[config.mk]
export PLATFORM = sky130hd
export DESIGN_NAME = psg_three_voice_sound_generator
export DESIGN_NICKNAME = d
export VERILOG_FILES = /design/src/rtl/psg_pkg.sv /design/src/rtl/psg_ctrl.sv /design/src/rtl/psg_dp.sv /design/src/rtl/psg_three_voice_sound_generator.sv
export SDC_FILE = /design/constraint.sdc
export NUM_CORES = 1
export LEC_CHECK = 0
export BUFFER_PORTS_ARGS = -buffer_cell sky130_fd_sc_hd__clkbuf_2
export CORE_MARGIN = 5
export CORE_UTILIZATION = 45
export CTS_BUF_LIST = sky130_fd_sc_hd__clkbuf_16
export DETAILED_ROUTE_END_ITERATION = 10
export PLACE_DENSITY = 0.66
export RECOVER_POWER = 25
export SLEW_MARGIN = 20
export SYNTH_ARGS = -nofsm -noshare
export SYNTH_HDL_FRONTEND = slang
export SYNTH_HIERARCHICAL = 1
export SYNTH_SLANG_ARGS = --single-unit
[constraint.sdc]
create_clock -name clock -period 10.8 [get_ports clock]
set_clock_uncertainty 0.2 [all_clocks]
set_input_delay 0 -clock clock [delete_from_list [all_inputs] [get_ports clock]]
set_output_delay 0 -clock clock [all_outputs]
set_load 0.05 [all_outputs]
[src/rtl/psg_pkg.sv]
// Package for the three-voice sound generator: types, tables, helpers.
// No dependencies.
`timescale 1ns / 1ps
package psg_pkg;
   localparam int SampleBitsDefault = 16;
   localparam int NumRegs = 14;
   localparam int CfgWidth = 24;
   localparam logic [CfgWidth-1:0] CfgReset = 24'd2621440;

   localparam logic FuncWrite = 1'b0;
   localparam logic FuncTick  = 1'b1;

   localparam logic [3:0] RegMixer    = 4'd7;
   localparam logic [3:0] RegLevelA   = 4'd8;
   localparam logic [3:0] RegEnvLo    = 4'd11;
   localparam logic [3:0] RegEnvHi    = 4'd12;
   localparam logic [3:0] RegEnvShape = 4'd13;
   localparam logic [3:0] RegNoise    = 4'd6;

   typedef enum logic [1:0] {
      PH_NORM = 2'd0,
      PH_INV  = 2'd1,
      PH_HOLD = 2'd2
   } env_phase_type;

   // controller to datapath
   typedef struct packed {
      logic reg_write;   // apply write of the held item
      logic sample_load; // capture channel samples into output register
      logic load_count;  // compute master cycle count for the tick
      logic step_cycle;  // advance generators by one master cycle
   } psg_cmd_type;

   // datapath to controller
   typedef struct packed {
      logic count_zero;  // no master cycles left
   } psg_status_type;

   function automatic logic [14:0] fixed_level(input logic [3:0] idx);
      logic [14:0] r;
      unique case (idx)
         4'd0: r = 15'd0;     4'd1: r = 15'd262;   4'd2: r = 15'd360;
         4'd3: r = 15'd524;   4'd4: r = 15'd721;   4'd5: r = 15'd1016;
         4'd6: r = 15'd1442;  4'd7: r = 15'd2064;  4'd8: r = 15'd2883;
         4'd9: r = 15'd4096;  4'd10: r = 15'd5800; 4'd11: r = 15'd8192;
         4'd12: r = 15'd11600; 4'd13: r = 15'd16384; 4'd14: r = 15'd23166;
         default: r = 15'd32767;
      endcase
      return r;
   endfunction

   function automatic logic [14:0] env_level(input logic [4:0] idx);
      logic [14:0] r;
      unique case (idx)
         5'd0: r = 15'd164;    5'd1: r = 15'd197;    5'd2: r = 15'd229;
         5'd3: r = 15'd262;    5'd4: r = 15'd295;    5'd5: r = 15'd360;
         5'd6: r = 15'd426;    5'd7: r = 15'd524;    5'd8: r = 15'd623;
         5'd9: r = 15'd721;    5'd10: r = 15'd852;   5'd11: r = 15'd1016;
         5'd12: r = 15'd1212;  5'd13: r = 15'd1442;  5'd14: r = 15'd1737;
         5'd15: r = 15'd2064;  5'd16: r = 15'd2425;  5'd17: r = 15'd2883;
         5'd18: r = 15'd3441;  5'd19: r = 15'd4096;  5'd20: r = 15'd4882;
         5'd21: r = 15'd5800;  5'd22: r = 15'd6881;  5'd23: r = 15'd8192;
         5'd24: r = 15'd9732;  5'd25: r = 15'd11600; 5'd26: r = 15'd13762;
         5'd27: r = 15'd16384; 5'd28: r = 15'd19496; 5'd29: r = 15'd23166;
         5'd30: r = 15'd27557; default: r = 15'd32767;
      endcase
      return r;
   endfunction
endpackage

[src/rtl/psg_ctrl.sv]
// Sequencer for the sound generator: handshake and master cycle loop.
// Depends on psg_pkg.
`timescale 1ns / 1ps
module psg_ctrl (
   input  logic                    clock,
   input  logic                    reset,
   input  logic                    req_valid,
   output logic                    req_stall,
   input  logic                    req_func,
   output logic                    rsp_valid,
   input  logic                    rsp_stall,
   output psg_pkg::psg_cmd_type    cmd,
   input  psg_pkg::psg_status_type status
);
   import psg_pkg::*;

   typedef enum logic [2:0] {
      ST_IDLE = 3'b001,
      ST_LOAD = 3'b010,
      ST_RUN  = 3'b100
   } state_type;

   state_type state_ff, state_in;
   logic      rsp_valid_ff, rsp_valid_in;
   logic      take;

   // requests are taken only in idle with the output register free
   assign req_stall = (state_ff != ST_IDLE) || (rsp_valid_ff && rsp_stall);
   assign take      = req_valid && !req_stall;
   assign rsp_valid = rsp_valid_ff;

   always_comb begin
      state_in     = state_ff;
      rsp_valid_in = rsp_valid_ff && rsp_stall;
      cmd          = '0;
      unique case (state_ff)
         ST_IDLE: begin
            if (take) begin
               if (req_func == FuncTick) begin
                  cmd.sample_load = 1'b1;
                  rsp_valid_in    = 1'b1;
                  state_in        = ST_LOAD;
               end else begin
                  cmd.reg_write = 1'b1;
               end
            end
         end
         ST_LOAD: begin
            cmd.load_count = 1'b1;
            state_in       = ST_RUN;
         end
         ST_RUN: begin
            if (status.count_zero) begin
               state_in = ST_IDLE;
            end else begin
               cmd.step_cycle = 1'b1;
            end
         end
         default: state_in = ST_IDLE;
      endcase
   end

   always_ff @(posedge clock) begin
      if (reset) begin
         state_ff     <= ST_IDLE;
         rsp_valid_ff <= 1'b0;
      end else begin
         state_ff     <= state_in;
         rsp_valid_ff <= rsp_valid_in;
      end
   end
endmodule

[src/rtl/psg_dp.sv]
// Datapath for the sound generator: register file, generators, mixer.
// Depends on psg_pkg.
`timescale 1ns / 1ps
module psg_dp #(
   parameter int SAMPLE_BITS = psg_pkg::SampleBitsDefault
) (
   input  logic                        clock,
   input  logic                        reset,
   input  logic [3:0]                  req_reg_index,
   input  logic [7:0]                  req_reg_value,
   input  logic [psg_pkg::CfgWidth-1:0] ratio,
   input  psg_pkg::psg_cmd_type        cmd,
   output psg_pkg::psg_status_type     status,
   output logic signed [15:0]          rsp_sample_a,
   output logic signed [15:0]          rsp_sample_b,
   output logic signed [15:0]          rsp_sample_c,
   output logic signed [15:0]          rsp_sample_mono
);
   import psg_pkg::*;

   localparam int DropBits = (SAMPLE_BITS < 16) ? 16 - SAMPLE_BITS : 0;
   localparam logic [14:0] MagMask = 15'h7fff << DropBits;

   logic [7:0]  regs_ff [NumRegs];
   logic [2:0]  tpre_ff [3];
   logic [11:0] tcnt_ff [3];
   logic [2:0]  tlev_ff;
   logic [3:0]  npre_ff;
   logic [4:0]  ncnt_ff;
   logic [16:0] nsh_ff;
   logic [3:0]  epre_ff;
   logic [15:0] ecnt_ff;
   logic [4:0]  estep_ff;
   env_phase_type ephase_ff;
   logic [15:0] frac_ff;
   logic [8:0]  whole_ff;
   logic signed [15:0] sa_ff, sb_ff, sc_ff, sm_ff;

   logic [15:0] env_per;
   assign env_per = {regs_ff[RegEnvHi], regs_ff[RegEnvLo]};

   // channel amplitudes
   logic signed [15:0] chv [3];
   always_comb begin
      for (int ch = 0; ch < 3; ch++) begin
         logic toff, noff, pos;
         logic [7:0] lev;
         logic [14:0] mag;
         toff = regs_ff[RegMixer][ch];
         noff = regs_ff[RegMixer][3+ch];
         lev  = regs_ff[RegLevelA + 4'(ch)];
         pos  = (tlev_ff[ch] | toff) & (nsh_ff[0] | noff);
         mag  = lev[4] ? env_level(estep_ff) : fixed_level(lev[3:0]);
         mag  = mag & MagMask;
         if (toff && noff) chv[ch] = '0;
         else chv[ch] = pos ? $signed({1'b0, mag}) : -$signed({1'b0, mag});
      end
   end

   // mean by three: multiply |sum| by reciprocal, exact for |sum| < 2^17
   logic signed [17:0] sum3;
   logic [16:0] sum_abs;
   logic [34:0] prod;
   logic [16:0] quo;
   assign sum3    = 18'(chv[0]) + 18'(chv[1]) + 18'(chv[2]);
   assign sum_abs = sum3[17] ? 17'(-sum3) : 17'(sum3);
   assign prod    = 35'(sum_abs) * 35'd43691;
   assign quo     = 17'(prod >> 17);

   assign rsp_sample_a    = sa_ff;
   assign rsp_sample_b    = sb_ff;
   assign rsp_sample_c    = sc_ff;
   assign rsp_sample_mono = sm_ff;
   assign status.count_zero = (whole_ff == 9'd0);

   // ratio plus kept fraction; whole part reaches 256 at the top ratio
   logic [24:0] total;
   assign total = 25'(ratio) + 25'(frac_ff);

   // envelope shape
   logic [7:0] shape;
   logic att, cont, hold, alt;
   assign shape = regs_ff[RegEnvShape];
   assign att   = shape[2];
   assign cont  = shape[3];
   assign hold  = cont ? shape[0] : 1'b1;
   assign alt   = cont ? shape[1] : att;

   logic [4:0]    estep_nx;
   env_phase_type ephase_nx;
   always_comb begin
      logic [5:0] v;
      estep_nx  = estep_ff;
      ephase_nx = ephase_ff;
      v = '0;
      unique case (ephase_ff)
         PH_NORM: begin
            v = att ? 6'({1'b0, estep_ff}) + 6'd1 : 6'({1'b0, estep_ff}) - 6'd1;
            if (v[5]) begin
               estep_nx = ((!att ^ alt ^ hold) && cont) ? 5'd31 : 5'd0;
               if (hold) ephase_nx = PH_HOLD;
               else if (alt) ephase_nx = PH_INV;
            end else estep_nx = v[4:0];
         end
         PH_INV: begin
            v = att ? 6'({1'b0, estep_ff}) - 6'd1 : 6'({1'b0, estep_ff}) + 6'd1;
            if (v[5]) begin
               estep_nx  = att ? 5'd0 : 5'd31;
               ephase_nx = PH_NORM;
            end else estep_nx = v[4:0];
         end
         default: estep_nx = ((att ^ alt) && cont) ? 5'd31 : 5'd0;
      endcase
   end

   always_ff @(posedge clock) begin
      if (reset) begin
         for (int i = 0; i < NumRegs; i++) regs_ff[i] <= '0;
         for (int i = 0; i < 3; i++) begin
            tpre_ff[i] <= '0;
            tcnt_ff[i] <= '0;
         end
         tlev_ff   <= '0;
         npre_ff   <= '0;
         ncnt_ff   <= '0;
         nsh_ff    <= '0;
         epre_ff   <= '0;
         ecnt_ff   <= '0;
         estep_ff  <= 5'd31;
         ephase_ff <= PH_NORM;
         frac_ff   <= '0;
         whole_ff  <= '0;
      end else begin
         if (cmd.reg_write && req_reg_index < 4'(NumRegs)) begin
            regs_ff[req_reg_index] <= req_reg_value;
            if (req_reg_index == RegEnvShape) begin
               ephase_ff <= PH_NORM;
               ecnt_ff   <= env_per;
               estep_ff  <= req_reg_value[2] ? 5'd0 : 5'd31;
            end
         end
         if (cmd.load_count) begin
            whole_ff <= total[24:16];
            frac_ff  <= total[15:0];
         end
         if (cmd.step_cycle) begin
            whole_ff <= whole_ff - 9'd1;
            for (int ch = 0; ch < 3; ch++) begin
               tpre_ff[ch] <= tpre_ff[ch] + 3'd1;
               if (tpre_ff[ch] == 3'd7) begin
                  if (tcnt_ff[ch] != 12'd0) tcnt_ff[ch] <= tcnt_ff[ch] - 12'd1;
                  else begin
                     tcnt_ff[ch] <= {regs_ff[2*ch+1][3:0], regs_ff[2*ch]};
                     tlev_ff[ch] <= ~tlev_ff[ch];
                  end
               end
            end
            npre_ff <= npre_ff + 4'd1;
            if (npre_ff == 4'd15) begin
               if (ncnt_ff != 5'd0) ncnt_ff <= ncnt_ff - 5'd1;
               else begin
                  ncnt_ff <= regs_ff[RegNoise][4:0];
                  nsh_ff  <= {nsh_ff[0] ^ nsh_ff[3] ^ (nsh_ff == 17'd0), nsh_ff[16:1]};
               end
            end
            epre_ff <= epre_ff + 4'd1;
            if (epre_ff == 4'd15) begin
               if (ecnt_ff != 16'd0) ecnt_ff <= ecnt_ff - 16'd1;
               else begin
                  ecnt_ff   <= env_per;
                  estep_ff  <= estep_nx;
                  ephase_ff <= ephase_nx;
               end
            end
         end
      end
   end

   // output register, payload only
   always_ff @(posedge clock) begin
      if (cmd.sample_load) begin
         sa_ff <= chv[0];
         sb_ff <= chv[1];
         sc_ff <= chv[2];
         sm_ff <= sum3[17] ? -$signed({1'b0, quo[14:0]}) : $signed({1'b0, quo[14:0]});
      end
   end
endmodule

[src/rtl/psg_three_voice_sound_generator.sv]
// Top level of the three-voice sound generator; joins sequencer, datapath, CSR.
// Depends on psg_pkg, psg_ctrl, psg_dp.
// Register writes and ticks are taken only in idle. Sample tick: result valid the cycle after the transfer;
// the block then walks the tick's whole master cycles w one per clock, w being the whole part of the
// Q8.16 ratio plus kept fraction, and takes the next item once idle with the output register free.
// Reset (synchronous, high) clears register file, generators and fraction.
`timescale 1ns / 1ps
module psg_three_voice_sound_generator #(
   parameter int SAMPLE_BITS = psg_pkg::SampleBitsDefault
) (
   input  logic               clock,
   input  logic               reset,
   input  logic               req_valid,
   output logic               req_stall,
   input  logic               req_func,
   input  logic [3:0]         req_reg_index,
   input  logic [7:0]         req_reg_value,
   output logic               rsp_valid,
   input  logic               rsp_stall,
   output logic signed [15:0] rsp_sample_a,
   output logic signed [15:0] rsp_sample_b,
   output logic signed [15:0] rsp_sample_c,
   output logic signed [15:0] rsp_sample_mono,
   input  logic               csr_psel,
   input  logic               csr_penable,
   input  logic               csr_pwrite,
   input  logic [1:0]         csr_paddr,
   input  logic [31:0]        csr_pwdata,
   output logic [31:0]        csr_prdata,
   output logic               csr_pready
);
   import psg_pkg::*;

   psg_cmd_type    cmd;
   psg_status_type status;
   logic [CfgWidth-1:0] ratio_ff;

   // single CSR at byte address 0: Q8.16 master cycles per sample
   assign csr_pready = 1'b1;
   assign csr_prdata = (csr_paddr == 2'd0) ? 32'(ratio_ff) : 32'd0;

   always_ff @(posedge clock) begin
      if (reset) begin
         ratio_ff <= CfgReset;
      end else if (csr_psel && csr_penable && csr_pwrite && csr_paddr == 2'd0) begin
         ratio_ff <= csr_pwdata[CfgWidth-1:0];
      end
   end

   psg_ctrl u_ctrl (
      .clock     (clock),
      .reset     (reset),
      .req_valid (req_valid),
      .req_stall (req_stall),
      .req_func  (req_func),
      .rsp_valid (rsp_valid),
      .rsp_stall (rsp_stall),
      .cmd       (cmd),
      .status    (status)
   );

   psg_dp #(.SAMPLE_BITS(SAMPLE_BITS)) u_dp (
      .clock           (clock),
      .reset           (reset),
      .req_reg_index   (req_reg_index),
      .req_reg_value   (req_reg_value),
      .ratio           (ratio_ff),
      .cmd             (cmd),
      .status          (status),
      .rsp_sample_a    (rsp_sample_a),
      .rsp_sample_b    (rsp_sample_b),
      .rsp_sample_c    (rsp_sample_c),
      .rsp_sample_mono (rsp_sample_mono)
   );
endmodule

---- Word-level counts from Yosys, hierarchy flattened ----
Memory sizes are Yosys's and may differ from the RTL's. A register that Yosys moved wholly into a read port is not among the register bits.
Cells that the tools add are included.
storage, ports and cells
  flip-flop bits (word level) ............. 173
  memory bits (writable) .................. 157
  bits in read-only memories .............. 2160
  input port bits ......................... 54
  output and inout port bits .............. 99
  logic and storage cells ................. 245
  memories kept ........................... 9
cells by class
  $add $sub $neg .......................... 21
  multipliers ............................. 1
  magnitude comparators ................... 1
  equal/unequal tests ..................... 18
  multiplexer cells ....................... 113
  bitwise logic cells ..................... 30
  reductions and logical operators ........ 32
memories
  name              words  bits a word  read ports  clocked after memory_dff  write ports  RTL line       RTL
  (name not given)  32     15           1           1                         0            psg_pkg.sv:54  unique case (idx)
  (name not given)  32     15           1           1                         0            psg_pkg.sv:54
  (name not given)  32     15           1           1                         0            psg_pkg.sv:54
  (name not given)  16     15           1           0                         0            psg_pkg.sv:41  unique case (idx)
  (name not given)  16     15           1           0                         0            psg_pkg.sv:41
  (name not given)  16     15           1           0                         0            psg_pkg.sv:41
  +3 memories       n/a    n/a          n/a         n/a                       n/a          n/a
operators with widths
  operator                                             number
  two-way mux 16 bit                                   11
  two-way mux 5 bit                                    15
  two-way mux 12 bit                                   6
  negation 15 -> 16 bit                                4
  two-way mux 15 bit                                   4
  two-way mux 1 bit                                    49
  nonzero test 12 bit                                  3
  subtractor 12 x 1 -> 12 bit, second input constant   3
  multiplier 17 x 16 -> 32 bit, second input constant  1
  adder 24 x 16 -> 25 bit                              1
  two-way mux 24 bit                                   1
  two-way mux 2 bit                                    11
  adder 17 x 16 -> 18 bit                              1
  two-way mux 3 bit                                    6
  two-way mux 9 bit                                    2
  adder 16 x 16 -> 17 bit                              1
  zero test 17 bit                                     1
  two-way mux 17 bit                                   1
  negation 17 bit                                      1
  nonzero test 16 bit                                  1
  subtractor 16 x 1 -> 16 bit, second input constant   1
  bitwise OR 1 bit                                     15
  AND reduction 3 bit                                  5
  == test 3 bit, second input constant                 4
  36 further kinds                                     68

---- Depth between registers and ports, before layout ----
An unclocked memory read counts as a cell.
  word-level depth ........................ 13
  gate-level depth with buffers ........... 49
  gate-level depth less buffers ........... 48

---- Hierarchy ----
Netlist, hierarchy kept.
modules (own cells, without submodules)
  module                           times used  cells an instance  area each (um2)
  psg_dp                           1           2557               23298.6
  psg_three_voice_sound_generator  1           143                1345.0
  psg_ctrl                         1           20                 175.2

---- Least setup slack after synthesis ----
Ideal clock, no wire load.
  path type ............................... register to register
  start ................................... memory u_dp.regs_ff[9][1]
  end ..................................... register u_dp.sm_ff[14] (netlist: u_dp/rsp_sample_mono[14]), data pin
  arrival ................................. 11.017 ns
  required time ........................... 10.334 ns
  slack ................................... -0.682 ns
  stages on the path, launching flop included .. 43
  cell sequence ........................... edfxtp_1 inv_1 ha_1 mux4_2 mux2i_1 ha_1 nand2_1 o31ai_1 nor2b_1 o21ai_0 xnor2_1 nand2_1 fa_1 inv_1 ha_1 a21o_1 a2111o_1 o21ai_0 [... 7 more ...] inv_1 fa_1 fa_1 inv_1 fa_1 inv_1 ha_1 a21oi_1 o211ai_1 a21oi_1 o221ai_1 a31o_2 a41oi_1 o21bai_1 xor2_1 or4bb_1 o31ai_2 xor2_1
RTL lines
  element                 RTL line       RTL
  start: declaration      psg_dp.sv:24   logic [7:0] regs_ff [NumRegs];
  end signal: assignment  psg_dp.sv:185  sm_ff <= sum3[17] ? -$signed({1'b0, quo[14:0]}) : $signed({1'b0, quo[14:0]});
  end: declaration        psg_dp.sv:37   logic signed [15:0] sa_ff, sb_ff, sc_ff, sm_ff;

==> flow_metrics.tcl <==
set metrics [dict create \
    required_ps 10900 \
    max_freq_mhz 90.3 \
    synthesis.area_um2 24800 \
    fin_util 0.590 \
    die-area_um2 59900 \
    critPathMaxFanout 4 \
    yosysTopAreaCell "edfxtp_1" \
    ys_warn_count 6 \
    synthDistinctLibCells 103 \
    antenna_found_initial 0 \
    failed_checks "capacitance limit, slew limit, setup timing" \
    io_buffers 135 \
    htree_levels 2 \
    outcome "complete, but fails checks" \
    maxCapViolCount 2 \
    grt_pass1_wl_um 113000 \
    slew_headroom -1.55 \
    stdcell_count 4020 \
    setup_violations 7 \
    end_kind "flip-flop" \
    max_stage_delay_ps 570 \
    fin_crit_ps 11070 \
    synth.most_common_cell "inv_1" \
    ys_seq_area_frac 0.331 \
    drt_pre_antenna_iters 5 \
    place_area_um2 28900 \
    cts_made_buffers 38 \
    worstHoldPathType "primary input to flip-flop" \
    routed_wl_um 70300 \
    core_um2 54900 \
    path_clk_slew_ps 60 \
    fin_ws_ps -273 \
    grt_usage 0.229 \
    holdWs_ps 75.7 \
    drive_above_1_share 0.242 \
    clock_sink_count 315 \
    cp_num_buf_inv 6 \
    routedWlPerCell_um 17.5 \
    avgSynthCellArea_um2 9.12 \
    fillCellCount 4693 \
    syn-instance-count 2720 \
    drt_iter0_drc 1406 \
    die_x_um 245 \
    worst_slew_pin_slew_ps 3820 \
    vias 21500 \
    dp_hpwl_um 52800 \
    initial_core_util 0.452 \
    grt_max_degree 105 \
    via_per_inst 5.35 \
    critPathTopFamily "simple AND/OR/NAND/NOR gates" \
    cts_tree "yes" \
    grt_pass1_vias 21800 \
    r2r_setup_slack_ps -270 \
    period_share 1.03 \
    yosysTopAreaCellShare 0.231 \
    clockRootBuffer "clkbuf_16" \
    area.growth.synth_to_final_pct 30.5 \
    clockBufferDepth 3 \
    synth_edf_count 191 \
    clkLatencyLatePin_ps 600 \
    fin_nets 3651 \
    worstPathArrival_ps 11180 \
    fp-row-count 86 \
    grt-ovfl-total 0 \
    design_area_um2 32400 \
    crit_top_cell "fa_1" \
    drc 0 \
    finalHoldViolCount 0 \
    io_pins 153 \
    antenna_cells 0 \
    slowest_stage "or4bb_4" \
    dp.cells 3819 \
    die_y_um 245 \
    rsz0062_at_grt "yes" \
    ant_nets 0 \
    drv_slew 148 \
    path_class "flip-flop to flip-flop" \
    async_flop_share 0 \
    synth-seq-cells 315 \
    gp_congestion 0.968 \
    ys.flop_type "edfxtp_1" \
    cp-start-kind "flip-flop" \
    synthTopCellsByCount "inv_1, nand2_1, nor2_1" \
    synth.top_cells.by_area "edfxtp_1, ha_1, dfxtp_1, fa_1, inv_1" \
]
state kept, by name, summed over array words and instances (netlist names), 16 cells and up, named ones only:
signal,flops
u_dp/regs_ff,82
u_dp/ecnt_ff,16
u_dp/rsp_sample_a,16
u_dp/frac_ff,16
u_dp/nsh_ff,17
u_dp/tcnt_ff,36
ratio_ff,24
u_dp/rsp_sample_mono,16
u_dp/rsp_sample_c,16
u_dp/rsp_sample_b,16
tightest hold or removal path, delay by kind of cell:
family | cells | cell delay, ps
AND/OR/NAND/NOR | 2 | 150
buffers and inverters | 2 | 650
cells in the final DEF (no fill, tap or decap), types with 30 or more instances in the layout:
cell           netlist  routed
a211oi_1            32      30
a21oi_1            148     124
and2_1             129     124
buf_4               11     401
clkbuf_1            74      92
clkbuf_16            0      39
clkbuf_2             0      44
dfxtp_1            124     124
dlygate4sd3_1        0      73
edfxtp_1           191     191
fa_1               101      97
ha_1               210     162
ha_4                 0      33
inv_1              260     246
mux2i_1             62      58
nand2_1            249     239
nand2b_1            67      65
nand3_1             50      48
nor2_1             241     219
nor3_1              60      55
o21ai_0            127      99
xnor2_1             94      80
xor2_1              75      67
timing repair:
action	in CTS	in global routing
pin swaps	92	143
endpoints found under the setup margin	13	15
endpoints found under the hold margin	153	0
buffers inserted	37	27
hold buffers	73	0
resized for setup	110	143
per-stage QoR:
| step | TNS, ps | setup WS, ps |
|---|---|---|
| global placement | -2090 | -296 |
| finish | -1280 | -273 |
| floorplan | 0 | 0.520 |
| detailed placement | -3990 | -518 |
| CTS | -1300 | -280 |
| global route | -5690 | -729 |
worst paths after layout:
path	start	depth (start not counted)	endpoint
setup reg to reg	u_dp/regs_ff[8][0]	44	u_dp/rsp_sample_mono[14]
hold reg to reg	u_dp/nsh_ff[7]	2	u_dp/nsh_ff[6]
setup / recovery	u_dp/regs_ff[8][0]	44	u_dp/rsp_sample_mono[14]
hold / removal	req_func	4	u_ctrl/state_ff[1]
metal layers:
metal / vias to the layer above / global-route usage / routed length, um
met5: - / 0 / 0
met4: 0 / 0.0682 / 2100
met3: 137 / 0.0299 / 3210
met2: 534 / 0.409 / 34700
met1: 10300 / 0.290 / 30300
li1: 10500 / - / -
cell families after synthesis:
| family | synth area share |
|---|---|
| AOI/OAI and AO/OA | 0.133 |
| muxes | 0.0309 |
| adders and majority gates | 0.187 |
| other | 0.000303 |
| buffers and inverters | 0.0604 |
| DFF | 0.331 |
| and+or+nand+nor | 0.194 |
| xor gates and xnor gates | 0.0628 |
cell type report:
cell class / count / area, um^2 / area share
inverter: 262 / 983 / 0.0304
timing repair buffer: 626 / 4500 / 0.139
multi-input combinational: 2043 / 16600 / 0.511
sequential: 315 / 8220 / 0.254
clock inverter: 31 / 273 / 0.00842
tap: 704 / 881 / 0.0272
clock buffer: 39 / 976 / 0.0301
Power is not shown: default switching activity piles up to over one toggle a cycle in this logic, so the estimate is an artifact.
